$ cat config.mk
export PLATFORM = sky130hd
export DESIGN_NAME = bft_front
export DESIGN_NICKNAME = d
export VERILOG_FILES = /design/src/rtl/bft_pkg.sv /design/src/rtl/bft_front.sv
export SDC_FILE = /design/constraint.sdc
export NUM_CORES = 1
export LEC_CHECK = 0
export ABC_AREA = 0
export BUFFER_PORTS_ARGS = -buffer_cell sky130_fd_sc_hd__buf_2
export CELL_PAD_IN_SITES_DETAIL_PLACEMENT = 2
export CELL_PAD_IN_SITES_GLOBAL_PLACEMENT = 2
export CORE_MARGIN = 2
export CORE_UTILIZATION = 38
export CTS_CLUSTER_SIZE = 20
export DETAILED_ROUTE_END_ITERATION = 12
export PLACE_DENSITY = 0.91
export SLEW_MARGIN = 10
export SYNTH_ARGS = -nofsm -noshare
export SYNTH_HDL_FRONTEND = slang
export SYNTH_SLANG_ARGS = --single-unit
export TNS_END_PERCENT = 5
$ cat constraint.sdc
create_clock -name clk_i -period 6.5 [get_ports clk_i]
set_input_delay 0.975 -clock clk_i [delete_from_list [all_inputs] [get_ports clk_i]]
set_output_delay 0.975 -clock clk_i [all_outputs]
set_load 0.05 [all_outputs]
$ cat src/rtl/bft_pkg.sv
// ---------------------------------------------------------------------------
// Flow table package
// Shared types and status codes of the bidirectional flow table.
// ---------------------------------------------------------------------------
package bft_pkg;

  // Result status codes.
  localparam logic [1:0] StMatch       = 2'd0;
  localparam logic [1:0] StNew         = 2'd1;
  localparam logic [1:0] StUnsupported = 2'd2;
  localparam logic [1:0] StFull        = 2'd3;

  // Transport kinds on the input.
  localparam logic [1:0] ProtoUdp = 2'd1;
  localparam logic [1:0] ProtoTcp = 2'd2;

  // Classified request passed from the front part to the back part.
  typedef struct packed {
    logic        supported;
    logic        tcp;
    logic [31:0] src_ip;
    logic [31:0] dst_ip;
    logic [15:0] l4_src;
    logic [15:0] l4_dst;
  } req_t;

  // Stored flow key.
  typedef struct packed {
    logic        tcp;
    logic [31:0] src_ip;
    logic [31:0] dst_ip;
    logic [15:0] l4_src;
    logic [15:0] l4_dst;
  } key_t;

endpackage

$ cat src/rtl/bft_front.sv
// ---------------------------------------------------------------------------
// Flow table front part
// Accepts packet headers, classifies them and queues them for the search.
// ---------------------------------------------------------------------------
module bft_front
  import bft_pkg::*;
(
  input  logic       clk_i,
  input  logic       rst_ni,
  input  logic       valid_i,
  output logic       stall_o,
  input  logic [1:0] proto_i,
  input  logic [31:0] src_ip_i,
  input  logic [31:0] dst_ip_i,
  input  logic [15:0] src_l4_port_i,
  input  logic [15:0] dst_l4_port_i,
  output logic       req_valid_o,
  input  logic       req_take_i,
  output req_t       req_o
);

  // Two-entry queue.
  req_t       q_mem_q [2];
  logic       wr_ptr_q, rd_ptr_q;
  logic [1:0] fill_q;
  logic       push, pop;
  req_t       req_in;

  assign stall_o     = (fill_q == 2'd2);
  assign push        = valid_i && !stall_o;
  assign req_valid_o = (fill_q != 2'd0);
  assign pop         = req_valid_o && req_take_i;
  assign req_o       = q_mem_q[rd_ptr_q];

  // Classification of the transport kind.
  always_comb begin
    req_in.supported = (proto_i == ProtoUdp) || (proto_i == ProtoTcp);
    req_in.tcp       = (proto_i == ProtoTcp);
    req_in.src_ip    = src_ip_i;
    req_in.dst_ip    = dst_ip_i;
    req_in.l4_src    = src_l4_port_i;
    req_in.l4_dst    = dst_l4_port_i;
  end

  // Queue storage.
  always_ff @(posedge clk_i) begin
    if (push) begin
      q_mem_q[wr_ptr_q] <= req_in;
    end
  end

  // Queue pointers.
  always_ff @(posedge clk_i or negedge rst_ni) begin
    if (!rst_ni) begin
      wr_ptr_q <= 1'b0;
      rd_ptr_q <= 1'b0;
      fill_q   <= 2'd0;
    end else begin
      if (push) wr_ptr_q <= ~wr_ptr_q;
      if (pop)  rd_ptr_q <= ~rd_ptr_q;
      fill_q <= fill_q + {1'b0, push} - {1'b0, pop};
    end
  end

`ifndef SYNTH
  a_fill_range: assert property (@(posedge clk_i) disable iff (!rst_ni)
    fill_q != 2'd3) else $error("queue fill out of range");
  a_no_pop_empty: assert property (@(posedge clk_i) disable iff (!rst_ni)
    fill_q == 2'd0 |-> !pop) else $error("pop from empty queue");
  a_fill_track: assert property (@(posedge clk_i) disable iff (!rst_ni)
    push && !pop |=> fill_q == $past(fill_q) + 2'd1) else $error("fill lost");
`endif

endmodule

## Word-level counts from Yosys, hierarchy flattened

Memories as Yosys holds them, arrays and structs flattened.
Index checks and enable logic that the tools add are counted.

- Reduce and logical (&&, ||, !) cells: 5
- $lt $le $gt $ge: 0
- Bitwise logic cells: 2
- Shifts and indexed selects: 0
- Divide/modulo/power cells: 0
- Mux-type cells: 2
- $add $sub $neg: 2
- Multiply operators: 0
- Equality and inequality tests: 3

Operator list:

| operator | count |
|---|---|
| $eq 2x2->1 const B | 2 |
| $add 2x1->2 | 1 |
| $eq 2x1->1 const B | 1 |
| $logic_and 1x1->1 | 2 |
| $mux 1 | 2 |
| $not 1->1 | 2 |
| $reduce_bool 2->1 | 1 |
| $sub 2x1->2 | 1 |
| $logic_not 1->1 | 1 |
| $logic_or 1x1->1 | 1 |

- Output and inout bits: 100
- Bits in writable memories: 196
- Latch bits: 0
- Register bits after elaboration: 4
- Bits in read-only memories: 0
- Input port bits: 102
- Word-level logic and storage cells: 18
- Memories: 1

Memory list:

| name | depth | width | read ports | clocked after Yosys merged registers in | wr ports | RTL line | text |
|---|---|---|---|---|---|---|---|
| q_mem_q | 2 | 98 | 1 | 0 | 1 | bft_front.sv:23 | `req_t q_mem_q [2];` |

## Longest topological paths before layout

Gate-level depths: netlist of run 1.

- Depth after elaboration: 5
- Depth in mapped cells: 7
- Gate-level depth less buffers: 7

## Least setup slack after synthesis of run 1

No wires, ideal clock.

- Path kind: input port to flip-flop
- Start point: in valid_i
- End point: mem q_mem_q[0][0] (netlist name) (enable)
- Data required time: 5.945 ns
- Path buffers: 0
- Path slack: 0.795 ns
- Cell stages on the path: 2
- Data arrival time: 5.149 ns
- Cells stage by stage: nand2_1 -> nor2_1

- Cells in the longest elaborated chain, start to end: 3

Ends and longest elaborated chain:

| what | RTL line | text |
|---|---|---|
| from (decl) | bft_front.sv:10 | `input logic valid_i,` |
| $logic_and 1x1->1 | bft_front.sv:30 | `assign push = valid_i && !stall_o;` |
| $mux 1 | bft_front.sv:47 | `if (push) begin` |
| $mux 1 (implied by the code) | bft_front.sv:48 | `q_mem_q[wr_ptr_q] <= req_in;` |
| to (decl) | bft_front.sv:23 |  |

Every way passes these cells.

==> run_results.csv, run 1 <==
group,metric,value,unit
logic_synthesis,yosysWarnings,0,
clocking,cts_buffers,17,
pwr,peakVddDrop,0.2953,mV
clocking,cts_root_buf,"clkbuf_16",
global_route,grt_pass1_vias,4371,
logic_synthesis,synth_area_per_cell,22.46,um2
layout,final_cells,812,
critical_path,reg2reg_depth,4,
logic_synthesis,synthTopCellsByArea,"edfxtp_1, mux2_2, mux2_4, dfrtp_1, buf_2",
pwr,p_leak,3.444,nW
logic_synthesis,yosysTopAreaCell,"edfxtp_1",
pwr,powerDensity,540.5,nW/um2
place,dp_hpwl,12140,um
sta,setup_viol_count_final,0,
pwr,p_switching,0.002112,W
logic_synthesis,ys_ff_latch,200,
route,wl,17070,um
sta,fin_setup_tns,0,ns
pwr,seqPwrFrac,0.385,
route,drt_first_pass_iters,6,
layout,layout-drive-gt1-share,0.6116,
critical_path,critical_path_class,"reg -> out",
sta,rsz0062_at_grt,"no",
logic_synthesis,synth_top_family_by_area,"multiplexers",
critical_path,cp_data_arrival_time,2.71,ns
critical_path,startpoint_type,"register",
logic_synthesis,synthSimpleGateAreaFrac,0.004444,
clocking,post_cts_buffers,0,
place,port_buffers,201,
sta,final.period_utilization,0.5669,
logic_synthesis,synthMuxAreaShare,0.1559,
pwr,power,0.004966,W
sta,fmax,271.4,MHz
logic_synthesis,synth-adder-area-share,0.005127,
global_route,grt_pass1_wl,25130,um
critical_path,required,5.52,ns
layout,finalNetCount,643,
critical_path,reg2reg_slack,3.69,ns
route,drt-initial-drc-count,134,
clocking,cts_resized,0,
layout,area_growth,25.50,%
global_route,grt_max_degree,66,
pwr,swShare,0.4254,
layout,final_util,0.4879,
job,drv_cap,0,
logic_synthesis,synth_nets,431,
clocking,clock_sink_count,200,
logic_synthesis,synthXorXnorAreaFrac,0.004786,
global_route,grt_antenna_before_repair,1,
clocking,cts.clk_slew.worst_paths,0.07,ns
route,viasPerCell,4.638,
logic_synthesis,synth_cell_types,16,
route,vias,3766,
clocking,ctsLongestPathBuffers,2,
logic_synthesis,synth_area,7321,um2
die,coreArea,18830,um2
critical_path,reg2reg_to,"q_mem_q[0][42]",
route,drc,0,
die,die_w,142.8,um
layout,n_fill_cell,1734,
sta,slew_violations,0,
pwr,comb_power_share,0.409,
die,die_h,142.8,um
critical_path,r2r_start,"fill_q[1]",
clocking,ctsHoldBuffers,0,
sta,finalClockSkew,0.008238,ns
min_path,hp-class,"in -> async",
logic_synthesis,synthDominantCellAreaShare,0.8040,
global_route,track_usage,0.1698,
sta,min_period,3.685,ns
clocking,worst_skew_pair.late_latency,0.43,ns
sta,worst_pin_slew,0.9884,ns
critical_path,worstSetupEndpointType,"output port",
logic_synthesis,synth_compound_area_frac,0,
die,dieArea,20390,um2
sta,finalHoldViolCount,0,
clocking,cts_tree,"yes",
global_route,grt_overflow,0,
logic_synthesis,synthCells,326,
route,wl_per_cell,21.03,um
run_status,status,"completed",
pwr,pwr-share-clk,0.206,
place,dp.cells,779,
pwr,p_int,0.002854,W
clocking,h-tree-depth,4,
die,io_pins,202,
critical_path,cp_max_fo,51,
place,gp_congestion,0.7160,
route,ant_nets,0,
sta,relSlewSlack,0.3395,
die,placementRows,50,
logic_synthesis,synth_seq_area_share,0.8176,
die,initial_core_util,0.3888,
## through the flow
stage / worst slack (ns) / hold slack [ns] / instance area [um2]
floorplan: 0.7955 / 0.4604 / 7321
global placement: 3.268 / 0.4734 / 8617
detailed placement: 3.110 / 0.5120 / 8617
CTS: 2.735 / 0.3192 / 9185
global route: 2.655 / 0.3237 / 9185
finish: 2.815 / 0.3417 / 9188
## area by class of cell
class,count,area [um2],area share
timing repair buffer,204,1028,0.1119
clock buffer,18,429.2,0.04671
inverter,4,15.01,0.001634
sequential,200,5989,0.6519
antenna,1,2.502,0.0002724
tap,260,325.3,0.03541
clock inverter,14,138.9,0.01512
multi-input combinational,111,1259,0.1370
## cell usage in the layout (no fill, tap or decap)
cell          n
bufinv_16     1
inv_8         3
dfrtp_1       3
ha_1          3
nand2_1       1
mux2_2       88
clkinvlp_4    4
dfrtp_4       1
edfxtp_1    196
nand2b_1      1
xor2_1        1
buf_2       201
clkbuf_1      1
clkbuf_16    17
and3_4        1
xnor2_1       3
or2_2         1
inv_6         4
inv_1         4
buf_4         3
mux2_4       10
and2_1        1
diode_2       1
nor2_4        1
clkinv_2      2
## layer usage
metal	vias up	GRT usage	share of wire
met1	1914	0.1736	0.36
met5	-	0	0
met3	20	0.04225	0.050
li1	1713	-	-
met2	119	0.3307	0.58
met4	0	0.06305	0.019
## how the worst max path moves through the flow
stage,start,end,depth (start not counted)
detailed placement,valid_i,q_mem_q[0][55],4
finish,rd_ptr_q,req_o[3],3
CTS,rd_ptr_q,req_o[73],3
floorplan,valid_i,q_mem_q[0][0],2
global route,rd_ptr_q,req_o[3],3
global placement,valid_i,q_mem_q[0][46],4
## power by group through the flow
stage                     clock [W]  combinational, W  sequential, W
final                       0.00102           0.00203        0.00191
after global routing        0.00109           0.00213        0.00195
after CTS                   0.00105           0.00207        0.00192
after detailed placement          0           0.00206        0.00195
after global placement            0           0.00200        0.00191
after floorplan                   0           0.00167        0.00187
## logic make-up after synthesis
group / Yosys count
DFF: 200
muxes: 98
buffers and inverters: 15
and+or+nand+nor: 6
xor gates and xnor gates: 4
adders and majority gates: 3
## sequential cells by signal (all words and copies together) (netlist names)
name      flops
q_mem_q     196
fill_q        2
rd_ptr_q      1
wr_ptr_q      1
## synthesized netlist by cell type (all sizes together)
master	count
and2	1
and3	1
buf	11
dfrtp	4
edfxtp	196
ha	3
inv	4
mux2	98
nand2	1
nand2b	1
nor2	1
or2	1
xnor2	3
xor2	1
## worst max-delay path, stage by stage, from the launching register on
cell and delay (ns):
dfrtp_4 0.88, buf_4 0.70, mux2_2 0.42, buf_2 0.22
Power figures use the tool's default switching activity.
==> run 2, diff against run 1 <==
--- a/config.mk
+++ b/config.mk
@@ -5,15 +5,15 @@
 export SDC_FILE = /design/constraint.sdc
 export NUM_CORES = 1
 export LEC_CHECK = 0
-export ABC_AREA = 0
+export ABC_AREA = 1
 export BUFFER_PORTS_ARGS = -buffer_cell sky130_fd_sc_hd__buf_2
 export CELL_PAD_IN_SITES_DETAIL_PLACEMENT = 2
 export CELL_PAD_IN_SITES_GLOBAL_PLACEMENT = 2
 export CORE_MARGIN = 2
-export CORE_UTILIZATION = 38
+export CORE_UTILIZATION = 34
 export CTS_CLUSTER_SIZE = 20
 export DETAILED_ROUTE_END_ITERATION = 12
-export PLACE_DENSITY = 0.91
+export PLACE_DENSITY = 0.9
 export SLEW_MARGIN = 10
 export SYNTH_ARGS = -nofsm -noshare
 export SYNTH_HDL_FRONTEND = slang
==> constraint.sdc (replaced) <==
create_clock -name clk_i -period 3.5 [get_ports clk_i]
set_input_delay 0.525 -clock clk_i [delete_from_list [all_inputs] [get_ports clk_i]]
set_output_delay 0.525 -clock clk_i [all_outputs]
set_load 0.05 [all_outputs]
==> run 2 against run 1 <==
Against the previous run:
- global-route usage is 0.15 points higher
- clock skew is 0.0045 ns higher
- setup slack worse by 1.9 ns
- via count is 27% higher
==> run_results.csv, run 2 <==
group,metric,value,unit
die,dieArea,22860,um2
logic_synthesis,synthTopCellsByArea,"edfxtp_1, nand2_1, dfrtp_1, buf_2, inv_1",
logic_synthesis,synth-adder-area-share,0.005095,
critical_path,worstSetupEndpointType,"output port",
global_route,grt_pass1_vias,5335,
sta,postLayoutSetupSlackWorst,0.9584,ns
critical_path,critical_path_class,"reg -> out",
route,vias,4775,
route,drt_first_pass_iters,4,
critical_path,cp_data_arrival_time,2.02,ns
place,port_buffers,201,
run_status,status,"completed",
sta,final.period_utilization,0.7262,
layout,largest_reg_flops,196,
layout,finalNetCount,858,
logic_synthesis,synth_compound_area_frac,0,
sta,worst_pin_slew,0.5962,ns
critical_path,required,2.97,ns
die,initial_core_util,0.3483,
die,coreArea,21150,um2
route,drc,0,
clocking,cts_tree,"yes",
pwr,peakVddDrop,0.5131,mV
clocking,h-tree-depth,4,
sta,rsz0062_at_grt,"no",
sta,finalClockSkew,0.01271,ns
logic_synthesis,synthCells,547,
layout,largestRegisters,"q_mem_q (196), fill_q (2)",
logic_synthesis,synth_edf_count,196,
route,wl,19270,um
route,viasPerCell,4.591,
global_route,grt_overflow,0,
job,drv_cap,0,
route,ant_nets,0,
place,dp_hpwl,13530,um
global_route,met1_usage,0.1936,
layout,layout_commonest_cell,"nand2_1",
logic_synthesis,synth_common_cells,"nand2_1, edfxtp_1, buf_2, inv_1, dfrtp_1",
logic_synthesis,synthSimpleGateAreaFrac,0.1590,
logic_synthesis,synth_area_per_cell,13.47,um2
min_path,min_to,"q_mem_q[0][90]",
layout,largest-register,"q_mem_q",
min_path,hold_depth,1,
clocking,cts_buffers,17,
sta,min_period,2.542,ns
logic_synthesis,synth_area,7367,um2
pwr,powerDensity,1052,nW/um2
sta,slew_violations,0,
layout,final_util,0.4392,
die,io_pins,202,
layout,multi_input_area,1216,um2
critical_path,reg2reg_slack,1.55,ns
global_route,grt_pass1_wl,29160,um
layout,area_growth,26.10,%
place,dp.cells,1008,
critical_path,cp_max_fo,27,
sta,relSlewSlack,0.6025,
sta,fin_setup_tns,0,ns
clocking,worst_skew_pair.late_latency,0.42,ns
global_route,grt_antenna_before_repair,1,
global_route,track_usage,0.1713,
global_route,grt_max_degree,99,
logic_synthesis,synthDominantCellAreaShare,0.7989,
sta,holdWs,0.2868,ns
logic_synthesis,ys_ff_latch,200,
logic_synthesis,synth_cell_types,11,
critical_path,r2r_start,"wr_ptr_q",
layout,final_cells,1040,
logic_synthesis,yosysMostFrequentCell,"nand2_1",
logic_synthesis,synthXorXnorAreaFrac,0,
clocking,clock_sink_count,200,
critical_path,startpoint_type,"register",
logic_synthesis,synth_top_family_by_area,"simple AND/OR/NAND/NOR gates",
die,die_w,151.2,um
critical_path,reg2reg_to,"q_mem_q[0][10]",
logic_synthesis,yosysTopAreaCell,"edfxtp_1",
pwr,p_leak,4.006,nW
global_route,gr-max-usage-layer,"met2",
clocking,cts_root_buf,"clkbuf_16",
global_route,use_met2,0.3131,
place,dp_slack,1.365,ns
critical_path,reg2reg_depth,4,
layout,layout-drive-gt1-share,0.3163,
logic_synthesis,yosysWarnings,0,
sta,finalHoldViolCount,0,
min_path,hp-start,"src_ip_i[26]",
route,wl_per_cell,18.53,um
die,die_h,151.2,um
sta,setup_viol_count_final,0,
layout,ff_latch_area,5989,um2
layout,final_cell_mix,"nand2_1, buf_2, edfxtp_1",
logic_synthesis,synth_seq_area_share,0.8125,
clocking,cts.clk_slew.worst_paths,0.08,ns
layout,diodes,0,
global_route,met3_usage,0.05873,
min_path,hp-class,"in -> reg",
layout,n_fill_cell,2190,
clocking,ctsLongestPathBuffers,2,
logic_synthesis,synthMuxAreaShare,0,
die,placementRows,53,
logic_synthesis,synth_nets,652,
place,gp_congestion,0.7083,
logic_synthesis,async_reset_ff_frac,0.02000,
logic_synthesis,synth_ff_type,"edfxtp_1",
sta,fmax,393.4,MHz
route,drt-initial-drc-count,173,
-- run 2: per-layer routing --
layer,wire [um],vias to the layer above
li1,-,2243
met1,7446,2378
met2,10380,138
met3,1256,14
met4,174,2
met5,13,-
-- run 2: repair_timing --
item,CTS,global route
setup buffers,0,0
hold buffers,1,0
resized for setup,0,0
endpoints found under the hold margin,4,0
-- run 2: through the flow --
stage | total power (W) | area [um2]
2_1_floorplan | 0.006748 | 7375
3_3_place_gp | 0.007757 | 8688
3_5_place_dp | 0.007935 | 8688
4_1_cts | 0.009938 | 9290
5_1_grt | 0.01029 | 9290
6_report | 0.009774 | 9290
-- run 2: worst max-delay path by stage --
stage                        start        endpoint  slack (ns)  cells after the start
after detailed placement  rd_ptr_q       req_o[56]        1.36                      5
after floorplan            valid_i   q_mem_q[0][0]        0.53                      2
after global routing      rd_ptr_q       req_o[54]        0.80                      5
after CTS                 rd_ptr_q       req_o[56]        0.89                      5
final                     rd_ptr_q       req_o[56]        0.96                      5
after global placement     valid_i  q_mem_q[0][47]        1.44                      4
-- run 2: cells by family (layout without fill, tap and decap cells) --
group | Yosys count | in the layout
and+or+nand+nor | 311 | 311
DFF | 200 | 200
buffers and inverters | 33 | 251
adders and majority gates | 3 | 3
-- run 2: critical path, stage by stage (launching register included) --
cell	delay, ns
dfrtp_4	0.50
inv_4	0.25
buf_4	0.37
nand2_1	0.11
nand2_1	0.09
buf_2	0.26
-- run 2: power breakdown --
part	total, W	switching [W]	leakage (nW)	internal [W]
clock	0.00197	0.000898	0.285	0.00107
sequential	0.00343	0.000157	1.87	0.00327
combinational	0.00438	0.00358	1.85	0.000802
-- run 2: final cells by class --
type                       instances  share of cell area
sequential                       200              0.6447
multi-input combinational        314              0.1309
timing repair buffer             208              0.1182
clock buffer                      17             0.04579
tap                              275             0.03704
clock inverter                    14             0.01791
inverter                          12            0.005387
==> run 3, diff against run 2 <==
--- a/config.mk
+++ b/config.mk
@@ -10,10 +10,10 @@
 export CELL_PAD_IN_SITES_DETAIL_PLACEMENT = 2
 export CELL_PAD_IN_SITES_GLOBAL_PLACEMENT = 2
 export CORE_MARGIN = 2
-export CORE_UTILIZATION = 34
+export CORE_UTILIZATION = 31
 export CTS_CLUSTER_SIZE = 20
 export DETAILED_ROUTE_END_ITERATION = 12
-export PLACE_DENSITY = 0.9
+export PLACE_DENSITY = 0.87
 export SLEW_MARGIN = 10
 export SYNTH_ARGS = -nofsm -noshare
 export SYNTH_HDL_FRONTEND = slang
==> constraint.sdc (replaced) <==
create_clock -name clk_i -period 2.06 [get_ports clk_i]
set_input_delay 0.309 -clock clk_i [delete_from_list [all_inputs] [get_ports clk_i]]
set_output_delay 0.309 -clock clk_i [all_outputs]
set_load 0.05 [all_outputs]
==> run 3 against run 2 <==
Against the previous run:
- die area is 9.4% higher
- setup slack worse by 0.95 ns
- count of clock-buffer cells in the layout is 1 higher
- clock skew is 0.0051 ns lower
- first-iteration DRC count is 36% higher
- critical path depth stayed put
- critical endpoint is now req_o[39]
==> run_results.csv, run 3 (synthesized netlist as in run 2, its figures left out) <==
group,metric,value,unit
global_route,grt_max_degree,52,
critical_path,required,1.75,ns
sta,finalHoldViolCount,0,
global_route,grt_pass1_wl,30050,um
clocking,clock_sink_count,200,
pwr,powerDensity,1857,nW/um2
clocking,worst_skew_pair.late_latency,0.43,ns
die,io_pins,202,
route,ant_nets,0,
critical_path,worstSetupEndpointType,"output port",
run_status,status,"completed",
die,die_w,158.2,um
clocking,ctsLongestPathBuffers,2,
place,gp_congestion,0.6864,
route,wl_per_cell,21.32,um
min_path,hp-class,"in -> reg",
die,die_h,158.2,um
job,drv_cap,0,
sta,finalClockSkew,0.007568,ns
sta,rsz0062_at_grt,"yes",
layout,largest_reg_flops,196,
die,dieArea,25010,um2
layout,layout-drive-gt1-share,0.3518,
pwr,peakVddDrop,0.7272,mV
critical_path,cp_data_arrival_time,1.75,ns
sta,postLayoutSetupSlackWorst,0.004215,ns
global_route,grt_antenna_before_repair,4,
critical_path,critical_path_class,"reg -> out",
layout,largestRegisters,"q_mem_q (196), fill_q (2)",
clocking,cts.clk_slew.worst_paths,0.08,ns
sta,holdWs,0.06169,ns
layout,layout_commonest_cell,"nand2_1",
die,initial_core_util,0.3148,
global_route,grt_pass1_vias,5358,
place,dp_hpwl,12910,um
clocking,cts_root_buf,"clkbuf_16",
route,vias,5066,
route,viasPerCell,4.548,
pwr,p_leak,4.403,nW
die,placementRows,56,
sta,min_period,2.056,ns
place,port_buffers,201,
layout,area_growth,40.93,%
sta,setup_viol_count_final,0,
clocking,cts_tree,"yes",
global_route,grt_overflow,0,
layout,final_cell_mix,"nand2_1, edfxtp_1, buf_2",
sta,fmax,486.4,MHz
critical_path,reg2reg_slack,0.53,ns
sta,slew_violations,0,
sta,worst_pin_slew,0.3329,ns
critical_path,cp_max_fo,13,
sta,relSlewSlack,0.7781,
place,place_area,8872,um2
layout,n_fill_cell,2355,
layout,postLayoutCellArea,10380,um2
layout,largest-register,"q_mem_q",
route,drt_first_pass_iters,4,
route,drc,0,
die,coreArea,23400,um2
critical_path,startpoint_type,"register",
route,wl,23750,um
global_route,track_usage,0.1635,
route,drt-initial-drc-count,235,
place,dp_slack,0.3342,ns
layout,finalNetCount,885,
clocking,cts_buffers,17,
sta,final.period_utilization,0.9980,
clocking,h-tree-depth,4,
-- run 3: cell types whose count changed in the layout (fill, tap and decap cells not counted), moves of 3 or more --
cell	previous run	this run
buf_16	0	4
clkinv_4	5	2
clkbuf_4	0	8
buf_2	201	103
inv_6	1	8
clkbuf_16	17	26
nand2_1	307	298
buf_6	0	54
nand2_2	0	9
buf_12	3	11
clkinv_8	0	6
buf_4	3	40
-- run 3: stage by stage --
stage               cells  total power, W  utilization  TNS (ns)
finish               1114         0.01928       0.4436         0
global route         1113         0.02017       0.4435   -0.6232
CTS                  1089         0.01766       0.4125    -3.677
detailed placement   1055         0.01376       0.3791         0
global placement     1055         0.01348       0.3791         0
floorplan             547         0.01147            -    -71.12
-- run 3: path summary, 6_finish.rpt --
| kind | startpoint | to | depth (start not counted) |
|---|---|---|---|
| worst max-delay path | rd_ptr_q | req_o[39] | 5 |
| worst min-delay path | src_ip_i[18] | q_mem_q[1][82] | 1 |
| worst max register to register | fill_q[0] | q_mem_q[1][60] | 5 |
| worst min register to register | fill_q[0] | fill_q[0] | 1 |
| max in group asynchronous | rst_ni | rd_ptr_q | 2 |
| min in group asynchronous | rst_ni | fill_q[1] | 2 |
-- run 3: layout make-up --
cell class | count | area (um2) | share of cell area
inverters | 12 | 61.31 | 0.005905
multi-input cells | 314 | 1244 | 0.1198
repair inverters | 4 | 50.05 | 0.004820
clock inverters | 14 | 140.1 | 0.01350
flip-flops and latches | 200 | 5989 | 0.5769
diodes | 2 | 5.005 | 0.0004820
well taps | 319 | 399.1 | 0.03844
clock buffers | 18 | 429.2 | 0.04134
repair buffers | 231 | 2064 | 0.1988
-- run 3: worst max-delay path, cell delays in order, from the launching register on --
cell	delay, ns
dfrtp_4	0.55
buf_12	0.18
clkbuf_16	0.19
nand2_1	0.09
nand2_1	0.09
buf_4	0.20
-- run 3: timing repair --
action,CTS,global route
setup buffers,0,5
hold buffers,1,0
setup endpoints to repair,97,93
hold endpoints to repair,4,0
pin swaps,0,1
cloned,1,18
resized for setup,66,129
-- run 3: per-layer routing --
metal  GRT usage  vias up  part of all wire
li1            -     2318                 -
met5           0        -            0.0014
met4     0.04419        4            0.0092
met3     0.04435       24             0.053
met1      0.1858     2554              0.38
met2      0.3017      166              0.55
-- run 3: report_power, final --
part	internal (W)	switching, W
combinational	0.00323	0.00693
sequential	0.00555	0.000290
clock	0.00161	0.00167
total	0.0104	0.00889
